<file path="config.mk">
export PLATFORM = sky130hd
export DESIGN_NAME = utf8_to_code_point_decoder_unit
export DESIGN_NICKNAME = d
export VERILOG_FILES = /design/src/sv/utf8d_pkg.sv /design/src/sv/utf8d_step.sv /design/src/sv/utf8d_out_stage.sv /design/src/sv/utf8_to_code_point_decoder_unit.sv
export SDC_FILE = /design/constraint.sdc
export NUM_CORES = 1
export LEC_CHECK = 0
export BUFFER_PORTS_ARGS = -buffer_cell sky130_fd_sc_hd__buf_2
export CORE_ASPECT_RATIO = 2
export CORE_MARGIN = 2
export CORE_UTILIZATION = 25
export DETAILED_ROUTE_END_ITERATION = 6
export PLACE_DENSITY_LB_ADDON = 0.05
export RECOVER_POWER = 25
export SYNTH_ARGS = -nofsm -noshare
export SYNTH_HDL_FRONTEND = slang
export SYNTH_HIERARCHICAL = 1
export SYNTH_SLANG_ARGS = --single-unit
</file>
<file path="constraint.sdc">
create_clock -name clk -period 2.84 [get_ports clk]
set_input_delay 0.568 -clock clk [delete_from_list [all_inputs] [get_ports clk]]
set_output_delay 0.568 -clock clk [all_outputs]
set_load 0.02 [all_outputs]
</file>
<file path="src/sv/utf8d_pkg.sv">
// Package: shared types and constants for the UTF-8 decoder.
`timescale 1ns / 1ps

package utf8d_pkg;

	localparam int CP_W  = 21;
	localparam int LEN_W = 3;
	localparam int PND_W = 2;

	localparam logic [7:0] LEAD2_MASK = 8'hE0;
	localparam logic [7:0] LEAD2_CODE = 8'hC0;
	localparam logic [7:0] LEAD3_MASK = 8'hF0;
	localparam logic [7:0] LEAD3_CODE = 8'hE0;
	localparam logic [7:0] LEAD4_MASK = 8'hF8;
	localparam logic [7:0] LEAD4_CODE = 8'hF0;
	localparam logic [7:0] CONT_MASK  = 8'hC0;
	localparam logic [7:0] CONT_CODE  = 8'h80;
	localparam logic [7:0] CONT_BITS  = 8'h3F;

	localparam logic [LEN_W-1:0] LEN1 = 3'd1;
	localparam logic [LEN_W-1:0] LEN2 = 3'd2;
	localparam logic [LEN_W-1:0] LEN3 = 3'd3;
	localparam logic [LEN_W-1:0] LEN4 = 3'd4;

	typedef struct packed {
		logic [PND_W-1:0] pending;
		logic [CP_W-1:0]  partial;
		logic [LEN_W-1:0] len;
	} dec_state_t;

	typedef struct packed {
		logic             valid;
		logic [CP_W-1:0]  code_point;
		logic [LEN_W-1:0] seq_bytes;
	} dec_result_t;

	localparam dec_state_t STATE_IDLE = '{pending: '0, partial: '0, len: '0};

endpackage

</file>
<file path="src/sv/utf8d_step.sv">
// Per-byte decode: next sequence state and optional code point.
`timescale 1ns / 1ps

module utf8d_step (
	input  utf8d_pkg::dec_state_t  cur,
	input  logic [7:0]             byte_in,
	input  logic                   last_byte,
	output utf8d_pkg::dec_state_t  nxt,
	output utf8d_pkg::dec_result_t res
);
	import utf8d_pkg::*;

	logic [CP_W-1:0]  shifted;
	logic [PND_W-1:0] pend_dec;
	dec_state_t       upd;

	assign shifted  = {cur.partial[CP_W-7:0], byte_in[5:0]};
	assign pend_dec = cur.pending - PND_W'(1);

	always_comb begin
		upd = cur;
		res.valid = 1'b0;
		res.code_point = CP_W'(byte_in);
		res.seq_bytes = LEN1;
		if (cur.pending == '0) begin
			priority if (!byte_in[7]) begin
				res.valid = 1'b1;
			end else if ((byte_in & LEAD2_MASK) == LEAD2_CODE) begin
				upd.partial = CP_W'(byte_in[4:0]);
				upd.pending = PND_W'(1);
				upd.len = LEN2;
			end else if ((byte_in & LEAD3_MASK) == LEAD3_CODE) begin
				upd.partial = CP_W'(byte_in[3:0]);
				upd.pending = PND_W'(2);
				upd.len = LEN3;
			end else if ((byte_in & LEAD4_MASK) == LEAD4_CODE) begin
				upd.partial = CP_W'(byte_in[2:0]);
				upd.pending = PND_W'(3);
				upd.len = LEN4;
			end else begin
				upd = STATE_IDLE;
			end
		end else if ((byte_in & CONT_MASK) == CONT_CODE) begin
			if (pend_dec == '0) begin
				res.valid = 1'b1;
				res.code_point = shifted;
				res.seq_bytes = cur.len;
				upd = STATE_IDLE;
			end else begin
				upd.partial = shifted;
				upd.pending = pend_dec;
			end
		end else begin
			// broken sequence: drop it and this byte
			upd = STATE_IDLE;
		end
	end

	// end of string discards an open sequence
	assign nxt = (last_byte && upd.pending != '0) ? STATE_IDLE : upd;

endmodule

</file>
<file path="src/sv/utf8d_out_stage.sv">
// Result register holding one decoded code point until taken.
`timescale 1ns / 1ps

module utf8d_out_stage (
	input  logic                       clk,
	input  logic                       arst_n,
	input  logic                       load,
	input  utf8d_pkg::dec_result_t     res,
	output logic                       can_load,
	output logic                       out_valid,
	input  logic                       out_ready,
	output logic [utf8d_pkg::CP_W-1:0]  code_point,
	output logic [utf8d_pkg::LEN_W-1:0] seq_bytes
);
	import utf8d_pkg::*;

	logic             valid_q;
	logic [CP_W-1:0]  cp_q;
	logic [LEN_W-1:0] len_q;

	assign can_load = !valid_q || out_ready;

	always_ff @(posedge clk or negedge arst_n) begin
		if (!arst_n) begin
			valid_q <= 1'b0;
		end else if (load) begin
			valid_q <= res.valid;
		end else if (out_ready) begin
			valid_q <= 1'b0;
		end
	end

	always_ff @(posedge clk) begin
		if (load && res.valid) begin
			cp_q <= res.code_point;
			len_q <= res.seq_bytes;
		end
	end

	assign out_valid  = valid_q;
	assign code_point = cp_q;
	assign seq_bytes  = len_q;

endmodule

</file>
<file path="src/sv/utf8_to_code_point_decoder_unit.sv">
// Top level: UTF-8 byte stream to code point decoder.
//
// Input channel: in_valid/in_ready carry one request per byte (byte_in) with
// last_byte marking the final byte of a string; an unfinished sequence is then
// discarded. Output channel: out_valid/out_ready carry one decoded code point
// with seq_bytes, the number of bytes that formed it.
// One byte is accepted per cycle, sustained while the output is not stalled. A
// byte lands in the input register at acceptance; the decode logic then runs
// it against the sequence state and loads the result register once that
// register can take it, and the result register drives the output channel.
// Bytes that complete nothing (lead and continuation bytes mid-sequence,
// dropped bytes) just update the state and produce no output request.
// Reset clears the input and result valids and returns the decoder to idle.
// When the receiver stalls, the result register holds and the input register
// keeps its byte; in_ready drops only while both are full.
`timescale 1ns / 1ps

module utf8_to_code_point_decoder_unit (
	input  logic                        clk,
	input  logic                        arst_n,
	input  logic                        in_valid,
	output logic                        in_ready,
	input  logic [7:0]                  byte_in,
	input  logic                        last_byte,
	output logic                        out_valid,
	input  logic                        out_ready,
	output logic [utf8d_pkg::CP_W-1:0]  code_point,
	output logic [utf8d_pkg::LEN_W-1:0] seq_bytes
);
	import utf8d_pkg::*;

	logic        valid_s1;
	logic [7:0]  byte_s1;
	logic        last_s1;
	dec_state_t  state_q;
	dec_state_t  state_nxt;
	dec_result_t res;
	logic        can_load;
	logic        advance;

	assign advance  = valid_s1 && can_load;
	assign in_ready = !valid_s1 || can_load;

	always_ff @(posedge clk or negedge arst_n) begin
		if (!arst_n) begin
			valid_s1 <= 1'b0;
		end else if (in_ready) begin
			valid_s1 <= in_valid;
		end
	end

	always_ff @(posedge clk) begin
		if (in_ready && in_valid) begin
			byte_s1 <= byte_in;
			last_s1 <= last_byte;
		end
	end

	always_ff @(posedge clk or negedge arst_n) begin
		if (!arst_n) begin
			state_q <= STATE_IDLE;
		end else if (advance) begin
			state_q <= state_nxt;
		end
	end

	utf8d_step u_step (
		.cur       (state_q),
		.byte_in   (byte_s1),
		.last_byte (last_s1),
		.nxt       (state_nxt),
		.res       (res)
	);

	utf8d_out_stage u_out (
		.clk        (clk),
		.arst_n     (arst_n),
		.load       (advance),
		.res        (res),
		.can_load   (can_load),
		.out_valid  (out_valid),
		.out_ready  (out_ready),
		.code_point (code_point),
		.seq_bytes  (seq_bytes)
	);

endmodule
</file>
==> flow_summary.toml, run 1 <==
[timing]
fmax_ghz = 0.448
setup-tns-final_ns = 0
finClkSkew_ns = 0.00504
setup_ws_ns = 0.609
worstMarginPinSlew_ns = 1.36
fin_crit_sh = 0.785
fin_crit_ns = 2.23
slew_viol_final = 0
hold_viol_final = 0
rsz0062_at_grt = "no"
setup_viol_count_final = 0
relSlewSlack = 0.0944

[worst_setup_path]
critPathCaptureType = "register"
crit_slowest_cell = "o21ai_4"
cp.arrival_ns = 2.41
crit_required_ns = 3.02
worst-path-buf-inv = 2
start_kind = "register"
path_cells = "inv_1 -> ha_1 -> o22ai_1 -> o21ai_4 -> buf_12 -> a21oi_2 -> mux2_4"
crit_family = "compound AO/OA/AOI/OAI gates"
path_class = "reg2reg"
crit_fanout = 11
max_stage_delay_ns = 0.46

[detailed_routing]
viasPerCell = 4.41
wl_um = 6420
antenna_left = 0
drt_iter0_markers = 39
wire_per_inst_um = 17.1
drc = 0
dr.pass1.iters = 4
vias = 1659

[clocking]
ctsHtreeMaxLevel = 2
cts_hold_buf = 0
clkSlewWorstSetupHoldPaths_ns = 0.07
cts_made_buffers = 5
cts_resized = 0
cts_sinks = 55
cts_root_buffer = "clkbuf_16"
cts_setup_buffers = 0
clk_latency_ns = 0.29
clockBufferDepth = 2
tritoncts = "built"

[global_route]
grt_pass1_vias = 1835
grt_use_total = 0.117
overflow = 0
grt_max_degree = 26
grt_antenna_before_repair = 0
grt_pass1_wl_um = 10500

[placed_design]
gp_congestion = 0.730
dp.final_hpwl_um = 4560
place_area_mm2 = 0.00307
place_ws_ns = 0.595
io_buffers = 38

[final_layout]
fillers = 1185
antennaDiodeCount = 0
multi_input_area_mm2 = 0.00107
fin_area_mm2 = 0.00322
syn_to_final_growth_pct = 14.7
layout-drive-gt1-share = 0.411
seq_area_mm2 = 0.00154
final_net_count = 250

[power_and_ir_drop]
p_int_w = 0.00160
total_power_w = 0.00236
vdd_ir_drop_max_v = 0.000289
comb_power_share = 0.276
switchingPower_w = 0.000760
pwr-share-clk = 0.279
p_sw_frac = 0.322
cellPowerDensity_mw_per_mm2 = 732
seqPwrFrac = 0.446
power_leakage_nw = 1.29

[synthesis]
synth_fp_nets = 223
yosys_warnings = 6
avgSynthCellArea_um2 = 13.5
syn_area_mm2 = 0.00281
netlist_instances = 208

[floorplan]
die_width_um = 79.0
die_area_mm2 = 0.0122
dieHeight_um = 154
core_mm2 = 0.0109
ios = 39
start_util = 0.257
num_rows = 54

[status]
status = "finished clean"

[worst_hold_path]
min_path_type = "in2reg"

[run]
drv_cap = 0
## cell type report
type                            instances  share of cell area
Clock buffer                            8              0.0485
Inverter                                8             0.00932
Multi-Input combinational cell        121               0.333
Sequential cell                        55               0.478
Tap cell                              140              0.0544
Timing Repair Buffer                   44              0.0765
## final timing paths
kind                                         start                       endpoint  slack [ns]  cells after the start
setup / recovery           state_q[24]$_DFFE_PN0P_         state_q[9]$_DFFE_PN0P_        0.61                      7
hold / removal                           last_byte              last_s1$_DFFE_PP_        0.45                      1
setup reg to reg           state_q[24]$_DFFE_PN0P_         state_q[9]$_DFFE_PN0P_        0.61                      7
hold reg to reg               byte_s1[1]$_DFFE_PP_  u_out/code_point[1]$_DFFE_PP_        0.50                      0
max in group asynchronous                   arst_n         state_q[5]$_DFFE_PN0P_        1.47                      1
min in group asynchronous                   arst_n    u_out/out_valid$_DFFE_PN0P_        0.57                      1
## state kept, by name, indices dropped and copies added (netlist names)
register,cells
u_out/code_point,21
state_q,20
byte_s1,8
u_out/seq_bytes,3
last_s1,1
u_out/out_valid,1
valid_s1,1
## placed cells by master (no fill, tap or decap), types with 6 or more instances in the layout
cell / n
a22oi_1: 15
and2_1: 17
inv_1: 8
buf_2: 37
mux2_4: 14
mux2_2: 6
edfxtp_1: 33
dfrtp_1: 22
nand2_1: 6
a21oi_2: 14
## per-stage QoR
step | hold slack [ns] | util | std cells
2_1_floorplan | 0.272 | - | 208
3_3_place_gp | 0.488 | 0.280 | 368
3_5_place_dp | 0.479 | 0.280 | 368
4_1_cts | 0.279 | 0.294 | 376
5_1_grt | 0.432 | 0.294 | 376
6_report | 0.445 | 0.294 | 376
## power groups by stage
stage | logic, W | clock network (W) | registers, W
2_1_floorplan | 0.000478 | 0 | 0.00108
3_3_place_gp | 0.000664 | 0 | 0.00107
3_5_place_dp | 0.000666 | 0 | 0.00107
4_1_cts | 0.000669 | 0.000686 | 0.00106
5_1_grt | 0.000715 | 0.000717 | 0.00107
6_report | 0.000650 | 0.000658 | 0.00105
## layer usage
layer,global-route usage,share of wire,vias to the layer above
met1,0.129,0.38,814
li1,-,-,806
met5,0,0,-
met2,0.220,0.58,32
met3,0.0158,0.024,7
met4,0.0443,0.019,0
## worst reg2reg max path: stages, from the launching register on
cell and delay, ns:
dfrtp_1 0.42, inv_1 0.07, ha_1 0.39, o22ai_1 0.22, o21ai_4 0.46, buf_12 0.21
a21oi_2 0.06, mux2_4 0.29
No activity file was read; power rests on OpenSTA's default activity.
==> run 2: changes to the inputs <==
- clock period: 2.84 -> 1.9 ns (I/O delays scaled with it)
==> flow_summary.toml, run 2 (same netlist as run 1, synthesis figures left out) <==
[floorplan]
start_util = 0.257
num_rows = 54
die_width_um = 79.0
ios = 39
dieHeight_um = 154
core_mm2 = 0.0109
die_area_mm2 = 0.0122

[global_route]
grt_pass1_vias = 1907
grt_use_total = 0.122
grt_max_degree = 23
grt_pass1_wl_um = 10800
grt_antenna_before_repair = 0
overflow = 0

[worst_setup_path]
path_class = "reg2reg"
worstReg2RegStart = "state_q[24]$_DFFE_PN0P_"
crit_required_ns = 2.14
crit_fanout = 6
rrSetupSlack_ns = 0.01
start_kind = "register"
critPathCaptureType = "register"
cp.arrival_ns = 2.13
r2r_cells = 8
r2r_end = "state_q[3]$_DFFE_PN0P_"

[final_layout]
final_common_cell = "buf_2"
largest_register_ff_count = 21
final_util = 0.322
antennaDiodeCount = 0
layout-drive-gt1-share = 0.504
final_net_count = 276
final_cell_mix = "37 x buf_2, 33 x edfxtp_1, 26 x buf_4"
syn_to_final_growth_pct = 25.3

[timing]
setup-tns-final_ns = 0
rsz0062_at_grt = "yes"
fmax_ghz = 0.530
slew_viol_final = 0
fin_crit_sh = 0.993
relSlewSlack = 0.107
hold_viol_final = 0
setup_ws_ns = 0.0142
finClkSkew_ns = 0.00575
worstMarginPinSlew_ns = 1.34
setup_viol_count_final = 0
fin_crit_ns = 1.89

[run]
drv_cap = 0

[detailed_routing]
drt_iter0_markers = 59
dr.pass1.iters = 4
drc = 0
vias = 1765
viasPerCell = 4.39
antenna_left = 0
wl_um = 7030
wire_per_inst_um = 17.5

[clocking]
clockBufferDepth = 2
cts_made_buffers = 5
tritoncts = "built"
clk_latency_ns = 0.30
ctsHtreeMaxLevel = 2
cts_sinks = 55
clkSlewWorstSetupHoldPaths_ns = 0.08
cts_hold_buf = 0
cts_root_buffer = "clkbuf_16"

[status]
status = "finished clean"

[placed_design]
dp.final_hpwl_um = 4780
place_ws_ns = -0.0702
io_buffers = 38
gp_congestion = 0.702

[power_and_ir_drop]
total_power_w = 0.00388
cellPowerDensity_mw_per_mm2 = 1100
vdd_ir_drop_max_v = 0.000434
power_leakage_nw = 1.45

[worst_hold_path]
hold_end = "byte_s1[0]$_DFFE_PP_"
min_path_type = "in2reg"
whs_path_depth = 1
min_from = "byte_in[0]"
run 2: cell type report:
type / instances / area (um^2)
fillers: 1167 / 7430
flip-flops and latches: 55 / 1540
multi-input cells: 122 / 1130
repair buffers: 69 / 480
well taps: 140 / 175
clock buffers: 6 / 150
inverters: 8 / 30.0
clock inverters: 2 / 16.3
run 2: worst max-delay path, stage by stage (launching register included):
cell and delay, ns:
dfrtp_1 0.38, inv_2 0.06, ha_4 0.18, and3b_2 0.21, a211oi_4 0.26, o21ai_4 0.14, buf_12 0.16, a221oi_2 0.25
mux2_4 0.18
run 2: through the flow:
stage                     hold slack (ns)  instances  area [um^2]
final                               0.252        402         3520
after detailed placement            0.411        389         3250
after global placement              0.410        389         3250
after floorplan                    0.0844        208         2830
after CTS                          0.0879        399         3460
after global routing                0.240        402         3520
run 2: worst max path at each step:
stage / start / end / cells past startpoint
2_1_floorplan: state_q[24]$_DFFE_PN0P_ / state_q[10]$_DFFE_PN0P_ / 9
3_3_place_gp: state_q[24]$_DFFE_PN0P_ / state_q[8]$_DFFE_PN0P_ / 9
3_5_place_dp: state_q[25]$_DFFE_PN0P_ / state_q[8]$_DFFE_PN0P_ / 9
4_1_cts: state_q[25]$_DFFE_PN0P_ / state_q[8]$_DFFE_PN0P_ / 9
5_1_grt: state_q[25]$_DFFE_PN0P_ / state_q[14]$_DFFE_PN0P_ / 9
6_report: state_q[24]$_DFFE_PN0P_ / state_q[3]$_DFFE_PN0P_ / 8
run 2: per-layer routing:
layer / wire length, um / global-route usage
met5: 0 / 0
met4: 175 / 0.0517
met3: 190 / 0.0176
met2: 4070 / 0.235
met1: 2590 / 0.127
run 2: report_power, final:
part / switching, W / internal (W) / total, W / leakage (nW)
sequential: 0.000118 / 0.00144 / 0.00155 / 0.609
combinational: 0.000688 / 0.000621 / 0.00131 / 0.764
clock: 0.000446 / 0.000575 / 0.00102 / 0.0786
total: 0.00125 / 0.00263 / 0.00388 / 1.45
run 2: timing repair:
action	4_1_cts	5_1_grt
resized for setup	4	10
setup endpoints to repair	31	43
setup buffers	1	3
gates cloned	1	1
pin swaps	2	1
==> run 3: changes to the inputs <==
- PLACE_DENSITY_LB_ADDON: 0.05 -> unset
==> flow_summary.toml, run 3 (same netlist as run 1, synthesis figures left out) <==
[clocking]
clk_latency_ns = 0.30
tritoncts = "built"
cts_made_buffers = 5
cts_root_buffer = "clkbuf_16"
clockBufferDepth = 2
cts_hold_buf = 0
clkSlewWorstSetupHoldPaths_ns = 0.07
cts_sinks = 55
ctsHtreeMaxLevel = 2

[detailed_routing]
drt_iter0_markers = 94
antenna_left = 0
wire_per_inst_um = 15.7
vias = 1767
dr.pass1.iters = 4
wl_um = 6160
drc = 0
viasPerCell = 4.50

[status]
status = "finished clean"

[timing]
rsz0062_at_grt = "yes"
fmax_ghz = 0.529
relSlewSlack = 0.174
slew_viol_final = 0
hold_viol_final = 0
fin_crit_ns = 1.89
fin_crit_sh = 0.994
whs_ns = 0.253
finClkSkew_ns = 0.00684
setup_viol_count_final = 0
worstMarginPinSlew_ns = 1.24

[final_layout]
fillers = 1116
final_common_cell = "buf_2"
final_util = 0.317
largest_register_ff_count = 21
fin_area_mm2 = 0.00347
syn_to_final_growth_pct = 23.7
layout-drive-gt1-share = 0.482
final_net_count = 267
final_cell_mix = "37 x buf_2, 33 x edfxtp_1, 21 x dfrtp_1"
antennaDiodeCount = 0

[worst_setup_path]
r2r_cells = 7
cp.arrival_ns = 2.08
crit_required_ns = 2.09
worstReg2RegStart = "state_q[24]$_DFFE_PN0P_"
critPathCaptureType = "register"
crit_fanout = 6
path_class = "reg2reg"
cp-startpoint = "state_q[24]$_DFFE_PN0P_"
start_kind = "register"

[run]
drv_cap = 0

[placed_design]
place_area_mm2 = 0.00316
gp_congestion = 0.815
dp.final_hpwl_um = 4290
io_buffers = 38

[power_and_ir_drop]
p_int_w = 0.00279
switchingPower_w = 0.00119
cellPowerDensity_mw_per_mm2 = 1140
pwr-share-clk = 0.292
comb_power_share = 0.316
power_leakage_nw = 1.42
seqPwrFrac = 0.392
p_sw_frac = 0.299
vdd_ir_drop_max_v = 0.000488

[floorplan]
num_rows = 54
die_area_mm2 = 0.0122
start_util = 0.257
ios = 39
core_mm2 = 0.0109
dieHeight_um = 154
die_width_um = 79.0

[global_route]
grt_pass1_vias = 1890
grt_max_degree = 26
grt_antenna_before_repair = 0
grt_pass1_wl_um = 9680
grt_use_total = 0.106
overflow = 0

[worst_hold_path]
min_from = "byte_in[6]"
min_path_type = "in2reg"
whs_path_depth = 1
[run 3: metrics by stage]
stage                     total power (W)  setup slack [ns]  instances  TNS (ns)
after detailed placement          0.00263           -0.0584        378    -0.942
after global placement            0.00260           -0.0103        378   -0.0246
final                             0.00397            0.0109        393         0
after global routing              0.00417           -0.0655        393    -0.693
after floorplan                   0.00236           -0.0120        208    -0.110
after CTS                         0.00387           -0.0221        388    -0.146
[run 3: worst max-delay path, cell delays in order, from the launching register on]
cell and delay (ns):
dfrtp_2 0.44, buf_4 0.16, nor3_4 0.19, o22ai_2 0.11, o21ai_4 0.31, clkbuf_16 0.23
a21oi_2 0.06, mux2_4 0.27
[run 3: path summary, 6_finish.rpt]
path,end,slack [ns]
max,state_q[6]$_DFFE_PN0P_,0.01
min,byte_s1[6]$_DFFE_PP_,0.25
max reg2reg,state_q[6]$_DFFE_PN0P_,0.01
min reg2reg,u_out/code_point[2]$_DFFE_PP_,0.51
max in group asynchronous,state_q[24]$_DFFE_PN0P_,0.76
min in group asynchronous,state_q[4]$_DFFE_PN0P_,0.33
[run 3: final cells by class]
cell class | count | area, um^2 | area share
inverters | 8 | 30.0 | 0.00864
well taps | 140 | 175 | 0.0504
flip-flops and latches | 55 | 1540 | 0.444
clock inverters | 2 | 60.1 | 0.0173
multi-input cells | 122 | 1140 | 0.328
clock buffers | 6 | 129 | 0.0371
repair buffers | 60 | 397 | 0.114
[run 3: metal layers]
layer  track usage  wire (um)
met1        0.0985       2030
met2         0.209       3830
met3        0.0182        175
met4        0.0542        119
met5             0          0
[run 3: power by group through the flow]
| stage | sequential [W] | clock [W] | combinational, W |
|---|---|---|---|
| 6_report | 0.00156 | 0.00116 | 0.00125 |
| 5_1_grt | 0.00158 | 0.00125 | 0.00134 |
| 4_1_cts | 0.00156 | 0.00119 | 0.00112 |
| 3_5_place_dp | 0.00158 | 0 | 0.00105 |
| 3_3_place_gp | 0.00157 | 0 | 0.00102 |
| 2_1_floorplan | 0.00162 | 0 | 0.000742 |
[run 3: repair_timing]
action                                  4_1_cts  5_1_grt
gates cloned                                  0        2
endpoints found under the setup margin       39       42
pin swaps                                     2        8
gates resized for setup                       3       11
setup buffers                                 2        3
